==> config.mk <==
export PLATFORM = sky130hd
export DESIGN_NAME = tilt_angle_trimmed_mean
export DESIGN_NICKNAME = d
export VERILOG_FILES = /design/src/hw/rtl/tatm_pkg.sv /design/src/hw/rtl/tatm_tilt.sv /design/src/hw/rtl/tilt_angle_trimmed_mean.sv
export SDC_FILE = /design/constraint.sdc
export NUM_CORES = 2
export LEC_CHECK = 0
export ABC_AREA = 1
export BUFFER_PORTS_ARGS = -buffer_cell sky130_fd_sc_hd__buf_2
export CORE_MARGIN = 8
export CORE_UTILIZATION = 59
export CTS_CLUSTER_SIZE = 14
export DETAILED_ROUTE_END_ITERATION = 6
export PLACE_DENSITY = 0.78
export SKIP_CTS_REPAIR_TIMING = 1
export SYNTH_ARGS = -nofsm -noshare
export SYNTH_HDL_FRONTEND = slang
export SYNTH_SLANG_ARGS = --single-unit
export TNS_END_PERCENT = 5
==> constraint.sdc <==
create_clock -name clk -period 7.5 [get_ports clk]
set_clock_uncertainty 0.05 [all_clocks]
set_input_delay 1.5 -clock clk [delete_from_list [all_inputs] [get_ports clk]]
set_output_delay 1.5 -clock clk [all_outputs]
set_load 0.01 [all_outputs]
==> src/hw/rtl/tatm_pkg.sv <==
// Package with the types and fixed constants of the tilt trimmed-mean block.
package tatm_pkg;

    localparam int SampleW = 20;
    localparam int RootInW = 50;    // (d1^2 + d2^2) << 8 fits in 50 bits
    localparam int RootW   = 25;
    localparam int CordW   = 28;    // signed CORDIC datapath width
    localparam int AngW    = 24;    // signed angle accumulator, degrees * 65536
    localparam int TiltW   = 16;
    localparam int SumW    = 22;
    localparam int AngleLimit = 23040;

    typedef logic signed [SampleW-1:0] sample_t;
    typedef logic signed [TiltW-1:0]   tilt_t;

    typedef struct packed {
        logic  start;
        logic  busy;
        logic  done;
        tilt_t angle;
    } tilt_ctl_t;

    function automatic logic [AngW-1:0] atan_deg(input logic [4:0] i);
        logic [AngW-1:0] v;
        begin
            case (i)
                5'd0:  v = 24'd2949120;
                5'd1:  v = 24'd1740967;
                5'd2:  v = 24'd919879;
                5'd3:  v = 24'd466945;
                5'd4:  v = 24'd234379;
                5'd5:  v = 24'd117304;
                5'd6:  v = 24'd58666;
                5'd7:  v = 24'd29335;
                5'd8:  v = 24'd14668;
                5'd9:  v = 24'd7334;
                5'd10: v = 24'd3667;
                5'd11: v = 24'd1833;
                5'd12: v = 24'd917;
                5'd13: v = 24'd458;
                5'd14: v = 24'd229;
                5'd15: v = 24'd115;
                5'd16: v = 24'd57;
                5'd17: v = 24'd29;
                5'd18: v = 24'd14;
                5'd19: v = 24'd7;
                5'd20: v = 24'd4;
                5'd21: v = 24'd2;
                5'd22: v = 24'd1;
                default: v = 24'd0;
            endcase
            return v;
        end
    endfunction

endpackage

==> src/hw/rtl/tatm_tilt.sv <==
// One tilt angle: serial squaring, digit-by-digit root, iterative CORDIC vectoring.
module tatm_tilt #(
    parameter int CORDIC_STEPS = 16
) (
    input  logic                 clk,
    input  logic                 rst_n,
    input  logic                 start,
    input  tatm_pkg::sample_t    num,
    input  tatm_pkg::sample_t    d1,
    input  tatm_pkg::sample_t    d2,
    output tatm_pkg::tilt_ctl_t  ctl
);

    localparam int RW = tatm_pkg::RootInW;
    localparam int CW = tatm_pkg::CordW;
    localparam int AW = tatm_pkg::AngW;
    localparam int SW = tatm_pkg::SampleW;

    typedef enum logic [4:0] {
        S_IDLE = 5'b00001,
        S_SQR  = 5'b00010,
        S_ROOT = 5'b00100,
        S_CORD = 5'b01000,
        S_DONE = 5'b10000
    } state_t;

    state_t state_reg, state_next;
    logic [4:0] cnt_reg;

    // Magnitudes of the two denominator axes, squared bit-serially.
    logic [SW-1:0] m1_reg, m2_reg;
    logic [SW-1:0] mul1_reg, mul2_reg;
    logic [RW-1:0] acc_reg;
    logic          sq_zero_reg;

    logic [RW-1:0] rem_reg;
    logic [tatm_pkg::RootW-1:0] root_reg;

    logic signed [CW-1:0] x_reg, y_reg;
    logic signed [AW-1:0] z_reg;
    logic signed [SW-1:0] num_reg;
    tatm_pkg::tilt_t      angle_reg;

    logic [SW-1:0] abs1, abs2;
    assign abs1 = d1[SW-1] ? SW'(-d1) : SW'(d1);
    assign abs2 = d2[SW-1] ? SW'(-d2) : SW'(d2);

    // One multiplier bit per cycle, MSB first, for both squares.
    logic [RW-1:0] sq_step;
    assign sq_step = (acc_reg << 1)
                   + (mul1_reg[SW-1] ? RW'(m1_reg) : RW'(0))
                   + (mul2_reg[SW-1] ? RW'(m2_reg) : RW'(0));

    // Root step: two radicand bits per cycle.
    logic [RW-1:0]                 rem_sh;
    logic [tatm_pkg::RootW+1:0]    trial;
    logic [RW-1:0]                 trial_ext;
    assign rem_sh    = {rem_reg[RW-3:0], 2'b00} | RW'(acc_reg[RW-1:RW-2]);
    assign trial     = {root_reg, 2'b01};
    assign trial_ext = RW'(trial);

    logic signed [CW-1:0] xs, ys;
    assign xs = x_reg >>> cnt_reg;
    assign ys = y_reg >>> cnt_reg;

    logic signed [AW-1:0] z_round;
    assign z_round = (z_reg + AW'(128)) >>> 8;

    always_comb
    begin
        state_next = state_reg;
        case (state_reg)
            S_IDLE: if (start) state_next = S_SQR;
            S_SQR:  if (cnt_reg == 5'(SW-1)) state_next = S_ROOT;
            S_ROOT: if (cnt_reg == 5'(tatm_pkg::RootW-1)) state_next = S_CORD;
            S_CORD: if (cnt_reg == 5'(CORDIC_STEPS-1)) state_next = S_DONE;
            S_DONE: state_next = S_IDLE;
            default: state_next = S_IDLE;
        endcase
    end

    always_ff @(posedge clk or negedge rst_n)
    begin
        if (!rst_n)
        begin
            state_reg <= S_IDLE;
            cnt_reg   <= '0;
        end
        else
        begin
            state_reg <= state_next;
            if (state_next != state_reg)
                cnt_reg <= '0;
            else
                cnt_reg <= cnt_reg + 5'd1;
        end
    end

    always_ff @(posedge clk)
    begin
        case (state_reg)
            S_IDLE:
            begin
                m1_reg   <= abs1;
                m2_reg   <= abs2;
                mul1_reg <= abs1;
                mul2_reg <= abs2;
                acc_reg  <= '0;
                num_reg  <= num;
            end
            S_SQR:
            begin
                mul1_reg <= mul1_reg << 1;
                mul2_reg <= mul2_reg << 1;
                if (cnt_reg == 5'(SW-1))
                begin
                    // Scale by 256 on the way into the root.
                    acc_reg     <= sq_step << 8;
                    sq_zero_reg <= (sq_step == '0);
                    rem_reg     <= '0;
                    root_reg    <= '0;
                end
                else
                    acc_reg <= sq_step;
            end
            S_ROOT:
            begin
                acc_reg <= acc_reg << 2;
                if (rem_sh >= trial_ext)
                begin
                    rem_reg  <= rem_sh - trial_ext;
                    root_reg <= {root_reg[tatm_pkg::RootW-2:0], 1'b1};
                end
                else
                begin
                    rem_reg  <= rem_sh;
                    root_reg <= {root_reg[tatm_pkg::RootW-2:0], 1'b0};
                end
                if (cnt_reg == 5'(tatm_pkg::RootW-1))
                begin
                    z_reg <= '0;
                    y_reg <= CW'(num_reg) <<< 4;
                end
            end
            S_CORD:
            begin
                if (!y_reg[CW-1])
                begin
                    x_reg <= (cnt_reg == 5'd0 ? CW'({1'b0, root_reg}) : x_reg) + ys;
                    y_reg <= y_reg - (cnt_reg == 5'd0 ? CW'({1'b0, root_reg}) : xs);
                    z_reg <= z_reg + tatm_pkg::atan_deg(cnt_reg);
                end
                else
                begin
                    x_reg <= (cnt_reg == 5'd0 ? CW'({1'b0, root_reg}) : x_reg) - ys;
                    y_reg <= y_reg + (cnt_reg == 5'd0 ? CW'({1'b0, root_reg}) : xs);
                    z_reg <= z_reg - tatm_pkg::atan_deg(cnt_reg);
                end
            end
            S_DONE:
            begin
                if (sq_zero_reg)
                    angle_reg <= num_reg[SW-1] ? tatm_pkg::tilt_t'(-tatm_pkg::AngleLimit)
                               : (num_reg == '0) ? '0
                               : tatm_pkg::tilt_t'(tatm_pkg::AngleLimit);
                else if (z_round > AW'(tatm_pkg::AngleLimit))
                    angle_reg <= tatm_pkg::tilt_t'(tatm_pkg::AngleLimit);
                else if (z_round < -AW'(tatm_pkg::AngleLimit))
                    angle_reg <= tatm_pkg::tilt_t'(-tatm_pkg::AngleLimit);
                else
                    angle_reg <= tatm_pkg::tilt_t'(z_round);
            end
            default: ;
        endcase
    end

    logic done_reg;
    always_ff @(posedge clk or negedge rst_n)
    begin
        if (!rst_n)
            done_reg <= 1'b0;
        else
            done_reg <= (state_reg == S_DONE);
    end

    assign ctl.start = start;
    assign ctl.busy  = (state_reg != S_IDLE);
    assign ctl.done  = done_reg;
    assign ctl.angle = angle_reg;

`ifndef SYNTH
    a_done_after_done_state: assert property (@(posedge clk) disable iff (!rst_n)
        (state_reg == S_DONE) |=> done_reg) else $error("done pulse missing");
    a_done_single: assert property (@(posedge clk) disable iff (!rst_n)
        done_reg |=> !done_reg) else $error("done held for two cycles");
    a_start_idle: assert property (@(posedge clk) disable iff (!rst_n)
        (state_reg == S_IDLE && start) |=> (state_reg == S_SQR))
        else $error("start not taken");
`endif

endmodule

==> src/hw/rtl/tilt_angle_trimmed_mean.sv <==
// Top level: two tilt units, window sums and extremes, serial trimmed-mean division.
//  channel | direction | handshake          | payload
//  in      | input     | in_valid/in_stall  | raw_x, raw_y, raw_z
//  out     | output    | out_valid/out_stall| tilt_x_mean, tilt_y_mean
// Each word passes through the serial squarer, the radix-4 root
// and the CORDIC loop of each tilt unit.
// The last word of a window adds a restoring division for the mean,
// and the division holds while the previous result is still unaccepted.
// Reset clears the window state at once; no clearing pass is needed.
// While a result waits under out_stall the next word is still taken and worked on.
module tilt_angle_trimmed_mean #(
    parameter int WINDOW_SIZE  = 20,
    parameter int CORDIC_STEPS = 16
) (
    input  logic        clk,
    input  logic        rst_n,
    input  logic        in_valid,
    output logic        in_stall,
    input  logic [23:0] raw_x,
    input  logic [23:0] raw_y,
    input  logic [23:0] raw_z,
    output logic        out_valid,
    input  logic        out_stall,
    output logic signed [15:0] tilt_x_mean,
    output logic signed [15:0] tilt_y_mean
);

    localparam int SumW = tatm_pkg::SumW;
    localparam int CntW = $clog2(WINDOW_SIZE + 1);

    typedef enum logic [3:0] {
        T_IDLE = 4'b0001,
        T_WORK = 4'b0010,
        T_DIV  = 4'b0100,
        T_HOLD = 4'b1000
    } top_state_t;

    top_state_t state_reg;
    logic in_acc, out_acc;
    assign in_acc  = in_valid && !in_stall;
    assign out_acc = out_valid && !out_stall;

    tatm_pkg::sample_t ax, ay, az;
    assign ax = raw_x[23:4];
    assign ay = raw_y[23:4];
    assign az = raw_z[23:4];

    tatm_pkg::tilt_ctl_t cx, cy;
    tatm_tilt #(.CORDIC_STEPS(CORDIC_STEPS)) u_tilt_x (
        .clk(clk), .rst_n(rst_n), .start(in_acc), .num(ax), .d1(ay), .d2(az), .ctl(cx));
    tatm_tilt #(.CORDIC_STEPS(CORDIC_STEPS)) u_tilt_y (
        .clk(clk), .rst_n(rst_n), .start(in_acc), .num(ay), .d1(ax), .d2(az), .ctl(cy));

    logic signed [SumW-1:0] sum_x_reg, sum_y_reg;
    tatm_pkg::tilt_t lo_x_reg, hi_x_reg, lo_y_reg, hi_y_reg;
    logic [CntW-1:0] count_reg;

    // Restoring division of |trimmed sum| by WINDOW_SIZE-2, one quotient bit a cycle.
    logic [SumW-1:0] dx_reg, dy_reg, rx_reg, ry_reg;
    logic            nx_reg, ny_reg;
    logic [4:0]      dcnt_reg;
    logic signed [SumW-1:0] tx_sum, ty_sum;
    assign tx_sum = sum_x_reg - SumW'(lo_x_reg) - SumW'(hi_x_reg);
    assign ty_sum = sum_y_reg - SumW'(lo_y_reg) - SumW'(hi_y_reg);

    logic [SumW-1:0] rx_sh, ry_sh, divisor;
    assign divisor = SumW'(WINDOW_SIZE - 2);
    assign rx_sh = {rx_reg[SumW-2:0], dx_reg[SumW-1]};
    assign ry_sh = {ry_reg[SumW-2:0], dy_reg[SumW-1]};

    logic signed [15:0] qx, qy;
    assign qx = nx_reg ? 16'(-dx_reg) : 16'(dx_reg);
    assign qy = ny_reg ? 16'(-dy_reg) : 16'(dy_reg);

    // The quotients are complete and the output register is free.
    logic out_load;
    assign out_load = (state_reg == T_DIV) && (dcnt_reg == 5'(SumW + 1))
                      && (!out_valid || out_acc);

    assign in_stall = (state_reg != T_IDLE);

    always_ff @(posedge clk or negedge rst_n)
    begin
        if (!rst_n)
        begin
            state_reg <= T_IDLE;
            sum_x_reg <= '0;
            sum_y_reg <= '0;
            lo_x_reg  <= '0;
            hi_x_reg  <= '0;
            lo_y_reg  <= '0;
            hi_y_reg  <= '0;
            count_reg <= '0;
            dcnt_reg  <= '0;
            out_valid <= 1'b0;
        end
        else
        begin
            if (out_load)
                out_valid <= 1'b1;
            else if (out_acc)
                out_valid <= 1'b0;
            case (state_reg)
                T_IDLE:
                    if (in_acc)
                        state_reg <= T_WORK;
                T_WORK:
                    if (cx.done)
                    begin
                        if (count_reg == '0)
                        begin
                            lo_x_reg <= cx.angle;
                            hi_x_reg <= cx.angle;
                            lo_y_reg <= cy.angle;
                            hi_y_reg <= cy.angle;
                        end
                        else
                        begin
                            if (cx.angle < lo_x_reg) lo_x_reg <= cx.angle;
                            if (cx.angle > hi_x_reg) hi_x_reg <= cx.angle;
                            if (cy.angle < lo_y_reg) lo_y_reg <= cy.angle;
                            if (cy.angle > hi_y_reg) hi_y_reg <= cy.angle;
                        end
                        sum_x_reg <= sum_x_reg + SumW'(cx.angle);
                        sum_y_reg <= sum_y_reg + SumW'(cy.angle);
                        if (count_reg == CntW'(WINDOW_SIZE - 1))
                        begin
                            count_reg <= '0;
                            dcnt_reg  <= '0;
                            state_reg <= T_DIV;
                        end
                        else
                        begin
                            count_reg <= count_reg + CntW'(1);
                            state_reg <= T_IDLE;
                        end
                    end
                T_DIV:
                    if (dcnt_reg == 5'd0)
                        dcnt_reg <= 5'd1;
                    else if (dcnt_reg == 5'(SumW + 1))
                    begin
                        if (out_load)
                        begin
                            sum_x_reg <= '0;
                            sum_y_reg <= '0;
                            lo_x_reg  <= '0;
                            hi_x_reg  <= '0;
                            lo_y_reg  <= '0;
                            hi_y_reg  <= '0;
                            state_reg <= T_IDLE;
                        end
                    end
                    else
                        dcnt_reg <= dcnt_reg + 5'd1;
                T_HOLD:
                    state_reg <= T_IDLE;
                default:
                    state_reg <= T_IDLE;
            endcase
        end
    end

    // Division datapath and result words.
    always_ff @(posedge clk)
    begin
        if (state_reg == T_DIV)
        begin
            if (dcnt_reg == 5'd0)
            begin
                nx_reg <= tx_sum[SumW-1];
                ny_reg <= ty_sum[SumW-1];
                dx_reg <= tx_sum[SumW-1] ? SumW'(-tx_sum) : SumW'(tx_sum);
                dy_reg <= ty_sum[SumW-1] ? SumW'(-ty_sum) : SumW'(ty_sum);
                rx_reg <= '0;
                ry_reg <= '0;
            end
            else if (dcnt_reg <= 5'(SumW))
            begin
                dx_reg <= {dx_reg[SumW-2:0], rx_sh >= divisor};
                rx_reg <= (rx_sh >= divisor) ? rx_sh - divisor : rx_sh;
                dy_reg <= {dy_reg[SumW-2:0], ry_sh >= divisor};
                ry_reg <= (ry_sh >= divisor) ? ry_sh - divisor : ry_sh;
            end
            if (out_load)
            begin
                tilt_x_mean <= qx;
                tilt_y_mean <= qy;
            end
        end
    end

`ifndef SYNTH
    a_no_take_busy: assert property (@(posedge clk) disable iff (!rst_n)
        (state_reg != T_IDLE) |-> in_stall) else $error("word taken while busy");
    a_units_in_step: assert property (@(posedge clk) disable iff (!rst_n)
        cx.done == cy.done) else $error("tilt units out of step");
    a_out_hold: assert property (@(posedge clk) disable iff (!rst_n)
        (out_valid && out_stall) |=> out_valid) else $error("result dropped");
    a_count_range: assert property (@(posedge clk) disable iff (!rst_n)
        count_reg < CntW'(WINDOW_SIZE)) else $error("sample count overran");
`endif

endmodule
# Word-level counts from Yosys, hierarchy flattened
# Memory sizes are Yosys's and may differ from the RTL's.
# Cells that the tools add are included.
# word_totals
ff_bits	904
output_inout_bits	34
romBits	2816
in_bits	76
memories	4
# classes
eq_ne	39
n_reduce_logical	44
n_lt_le_gt_ge	13
add_sub_neg	39
n_bitwise	2
shift	4
mux	128
# memory_table
memory	depth	width	rd	rd_clocked_by_memory_dff	write_ports	line	text
(no name shown)	32	22	1	0	0	tatm_pkg.sv:26	case (i)
(no name shown)	32	22	1	0	0	tatm_pkg.sv:26	
(no name shown)	32	22	1	0	0	tatm_pkg.sv:26	
(no name shown)	32	22	1	0	0	tatm_pkg.sv:26	
# ops
cell	n
$mux W16	25
$pmux W50 S3	2
$mux W24	12
$mux W28	10
$mux W22	11
$add A50 B50 Y50	4
$mux W48	4
$pmux W48 S2	2
$pmux W20 S2	4
$mux W20	7
$pmux W16 S2	4
$add A28 B28 Y28	4
$pmux W28 S2	2
$sshr A28 B5 Y28	4
$sub A28 B28 Y28	4
$ge A50 B27 Y1	2
$logic_not A50 Y1	2
$mux W50	2
$or A50 B2 Y50	2
$pmux W25 S2	2
$pmux W24 S2	2
$sub A48 B27 Y48	2
$pmux W22 S2	2
$sub A22 B16 Y22	4
other kinds (50)	150

# Longest topological paths before layout
# logic_depth
depth_word	8
mapped_depth	35

# Hierarchy
# From an unflattened synthesis, not the netlist that was laid out.
# hier_totals
hier_cells	10497
hier_area_um2	76440.8
# by_module_without_submodules
mod	cells_each	n_inst	seq_area_each_um2	area_per_inst_um2
tatm_tilt at u_tilt_x	3947	1	9885.7	28567.4
tatm_tilt at u_tilt_y	3916	1	9885.7	28305.9
tilt_angle_trimmed_mean	2634	1	6657.6	19567.5

# Worst setup path before layout
# No wires, ideal clock.
# synth_path
kind	register to register
startpoint	register u_tilt_x.state_reg[0]
endpoint	register u_tilt_x.acc_reg[0], enable pin
slack_ps	327
path_buffers	0
stages_incl_launch_ff	5
t_arrival_ps	6707
setup_ps	417
path_cell_list	dfstp_2 > inv_1 > nor3_1 > inv_1 > nand3_1
# synth_between
elab_chain_len	2
elab_cells_between_ends	4
# synth_rtl
item	line	text
start: declaration	tatm_tilt.sv:27	state_t state_reg, state_next;
start signal: assignment	tatm_tilt.sv:91	state_reg <= state_next;
$eq A5 B1 Y1 (tied with other cells)	tatm_tilt.sv:101	case (state_reg)
$reduce_bool A3 Y1 (no source line) (*)	n/a	
end signal: assignment	tatm_tilt.sv:118	acc_reg <= sq_step << 8;
end signal: assignment	tatm_tilt.sv:124	acc_reg <= sq_step;
end signal: assignment	tatm_tilt.sv:128	acc_reg <= acc_reg << 2;
end: declaration	tatm_tilt.sv:33	logic [RW-1:0] acc_reg;
# Every way passes the cells marked *; elsewhere a longest branch is shown, timed or not.
# A chain may end at the register's enable or synchronous reset.

# Worst setup path in the final report
# layout_path
startpoint	register u_tilt_y.cnt_reg[4]
endpoint	register u_tilt_y.y_reg[24], data pin
# layout_between
elab_chain_len	5
elab_cells_between_ends	7
# layout_rtl
item	line	text
start: declaration	tatm_tilt.sv:28	logic [4:0] cnt_reg;
start signal: assignment	tatm_tilt.sv:95	cnt_reg <= cnt_reg + 5'd1;
$sshr A28 B5 Y28 or $logic_not A5 Y1 (tied branches)	tatm_tilt.sv:63, tatm_tilt.sv:150, tatm_tilt.sv:156	
$mux W28 (*)	tatm_tilt.sv:150, tatm_tilt.sv:156	
$sub A28 B28 Y28 or $add A28 B28 Y28 (tied branches)	tatm_tilt.sv:150, tatm_tilt.sv:156	
$mux W28 (*)	tatm_tilt.sv:147	if (!y_reg[CW-1])
$pmux W28 S2 (*)	tatm_tilt.sv:101	
end signal: assignment	tatm_tilt.sv:142	y_reg <= CW'(num_reg) <<< 4;
end signal: assignment	tatm_tilt.sv:150	y_reg <= y_reg - (cnt_reg == 5'd0 ? CW'({1'b0, root_reg}) : xs);
end signal: assignment	tatm_tilt.sv:156	y_reg <= y_reg + (cnt_reg == 5'd0 ? CW'({1'b0, root_reg}) : xs);
end: declaration	tatm_tilt.sv:39	logic signed [CW-1:0] x_reg, y_reg;
# Marks and branches as above.

==> results.sh <==
export IMPL_status="completed"
export IMPL_ir_drop_mv=0.2780
export IMPL_ys_seq_area_share_pct=35.66
export IMPL_power_per_cell_area_mw_per_mm2=344.5
export IMPL_grt_pass1_wl_um=342800
export IMPL_tightest_slew_ns=1.301
export IMPL_drc=0
export IMPL_crit_path_start_kind="flip-flop"
export IMPL_crit_path_cell_trace="inv_2, nand2_2, clkinv_2, buf_4, a21oi_1, nand3b_1, nand2_1, ha_1, nand2_1, o21ai_0, fa_1, nand2_1, nand2_1, o21ai_0, o21ai_0, a21oi_1, inv_1, a21oi_1, o21bai_1, a21oi_1, o21ai_0, nor2_1, o21ai_0"
export IMPL_dpl_hpwl_um=163600
export IMPL_die_area_mm2=0.1371
export IMPL_final_util_pct=63.57
export IMPL_initial_utilization_pct=59.19
export IMPL_synth_common_cells="2650 x nand2_1, 1181 x inv_1, 962 x nor2_1"
export IMPL_synth_edff_count=760
export IMPL_cts_max_level=3
export IMPL_core_mm2=0.1251
export IMPL_cts_root_buffer="clkbuf_16"
export IMPL_cap_violations=0
export IMPL_slowest_stage="inv_2"
export IMPL_synth_area_leader_cell="edfxtp_1"
export IMPL_netlist_area_mm2=0.07404
export IMPL_die_w_um=370.2
export IMPL_hold_violations=0
export IMPL_drive_above_1_share_pct=4.822
export IMPL_cellLeakagePower_nw=34.66
export IMPL_rows=130
export IMPL_ios=110
export IMPL_cts_max_path_buffers=3
export IMPL_timing_final_ws_setup_ns=1.594
export IMPL_grt_overflow_total=0
export IMPL_drt_iter0_drc=7387
export IMPL_nets=10610
export IMPL_synth_area_leaders="edfxtp_1 31%, nand2_1 13%, ha_1 7.6%"
export IMPL_max_freq_mhz=169.3
export IMPL_worstPathMaxFanout=35
export IMPL_critPathArrivalTime_ns=6.32
export IMPL_ant_nets=0
export IMPL_max_stage_delay_ns=0.53
export IMPL_yosysWarnings=0
export IMPL_clock_latency_ns=0.76
export IMPL_async_flop_share_pct=15.84
export IMPL_wirelength_um=215800
export IMPL_min_path_type="reg2reg"
export IMPL_synthCells=9999
export IMPL_end_kind="flip-flop"
export IMPL_synth_top_flop_cell="edfxtp_1"
export IMPL_synth_top_cell_area_share_pct=30.83
export IMPL_gr_usage_all_layers_pct=30.45
export IMPL_setup_viol=0
export IMPL_syn_to_final_growth_pct=7.404
export IMPL_grt_max_degree=87
export IMPL_slew_viol_final=0
export IMPL_wl_per_cell_um=18.40
export IMPL_vias=69230
export IMPL_cts_buffers=103
export IMPL_setup_tns_final_ns=0
export IMPL_synth_avg_cell_area_um2=7.404
export IMPL_place_gp_congestion=1.033
export IMPL_finalCritPeriodShare_pct=78.75
export IMPL_synth_cell_type_count=71
export IMPL_cts_tree="yes"
export IMPL_path_clk_slew_ns=0.06
export IMPL_rsz0062_at_grt="no"
export IMPL_via_per_inst=5.902
export IMPL_port_buffers=97
export IMPL_yosysMostFrequentCell="nand2_1"
export IMPL_dr_pass1_iters=7
export IMPL_dp_slack_ns=1.790
export IMPL_die_h_um=370.2
export IMPL_fin_crit_ns=5.906
export IMPL_slew_headroom_pct=12.75
export IMPL_syn_nets=10620
export IMPL_worstPathRequired_ns=7.91
export IMPL_worstSetupPathType="reg2reg"
export IMPL_cts_sinks=903
export IMPL_antenna_found_initial=3
export IMPL_synth_seq_cells=903
export IMPL_grt_pass1_vias=65040
export IMPL_cp_common_cell="o21ai_0"
where the power goes:
part	switching, mW	internal [mW]	total (mW)
Combinational	10.2	4.63	14.8
Sequential	0.493	6.79	7.28
Clock	2.31	2.98	5.28
Total	13.0	14.4	27.4
kinds of logic (layout without fill, tap and decap cells):
group | after synthesis | in the layout | synth area share, %
mux | 1 | 1 | 0.01352
fa+ha+maj | 540 | 540 | 10.04
other cells | 0 | 1 | 0
xor+xnor | 524 | 524 | 6.199
buf+inv | 1495 | 1575 | 7.816
flops | 903 | 903 | 35.66
compound gates | 1859 | 1859 | 14.07
simple gates | 4677 | 4677 | 26.19
worst max-delay path: cells and delay by family, from the launching register on:
kind	cells	cell delay (ns)
flops	1	0.39
compound gates	10	2.02
simple gates	7	1.03
buf+inv	4	1.32
fa+ha+maj	2	0.80
path summary, 6_finish.rpt:
kind                                                from                           end  slack [ns]  depth (start not counted)
max                        u_tilt_y.cnt_reg[4]$_DFF_PN0_  u_tilt_y.y_reg[24]$_DFFE_PP_        1.59                         23
min                             lo_y_reg[15]$_DFFE_PN0P_      lo_y_reg[15]$_DFFE_PN0P_        0.44                          2
max reg2reg                u_tilt_y.cnt_reg[4]$_DFF_PN0_  u_tilt_y.y_reg[24]$_DFFE_PP_        1.59                         23
min reg2reg                     lo_y_reg[15]$_DFFE_PN0P_      lo_y_reg[15]$_DFFE_PN0P_        0.44                          2
max in group asynchronous                          rst_n       hi_x_reg[5]$_DFFE_PN0P_        5.11                          2
min in group asynchronous                          rst_n      sum_y_reg[0]$_DFFE_PN0P_        0.79                          1
layout make-up:
class,instances,area [um2]
Antenna cell,1,2.502
Clock buffer,119,2679
Clock inverter,74,823.3
Fill cell,11150,45570
Inverter,1212,4551
Multi-Input combinational cell,7601,41950
Sequential cell,903,26410
Tap cell,1650,2064
Timing Repair Buffer,170,1040
per-stage QoR:
step | cells | power [mW] | hold WS (ns) | area [um2]
after floorplan | 9999 | 17.97 | 0.4013 | 74040
after CTS | 11730 | 27.14 | 0.4385 | 79520
after global placement | 11540 | 21.51 | 0.4184 | 76010
after global routing | 11730 | 29.38 | 0.4564 | 79520
after detailed placement | 11540 | 21.79 | 0.4226 | 76010
final | 11730 | 27.39 | 0.4371 | 79520
cells in the final DEF (no fill, tap or decap), types with 12 or more instances in the layout:
master and instances:
a21o_1 29, a21oi_1 659, a31oi_1 51, buf_2 96, buf_4 73, clkbuf_1 13
clkbuf_16 104, clkinv_1 21, clkinv_2 25, dfrtp_1 138, edfxtp_1 760, fa_1 90
ha_1 450, inv_1 1177, inv_2 26, nand2_1 2644, nand3_1 605, nand3b_1 20
nand4_1 128, nor2_1 959, nor2_2 17, nor3_1 120, nor3b_1 12, nor4_1 65
o211ai_1 66, o21a_1 47, o21ai_0 706, o21ai_1 74, o21bai_1 26, o221ai_1 75
o22ai_1 28, o31ai_1 27, or2_2 55, xnor2_1 203, xor2_1 321
layer usage:
| metal | vias up | part of all wire (%) | global-route usage, % |
|---|---|---|---|
| met1 | 32380 | 43 | 42.29 |
| met2 | 2891 | 45 | 49.13 |
| met4 | 2 | 3.3 | 9.551 |
| met3 | 457 | 8.4 | 4.598 |
| li1 | 33500 | - | - |
| met5 | - | 0.0060 | 0 |
(Power assumes the default switching activity.)
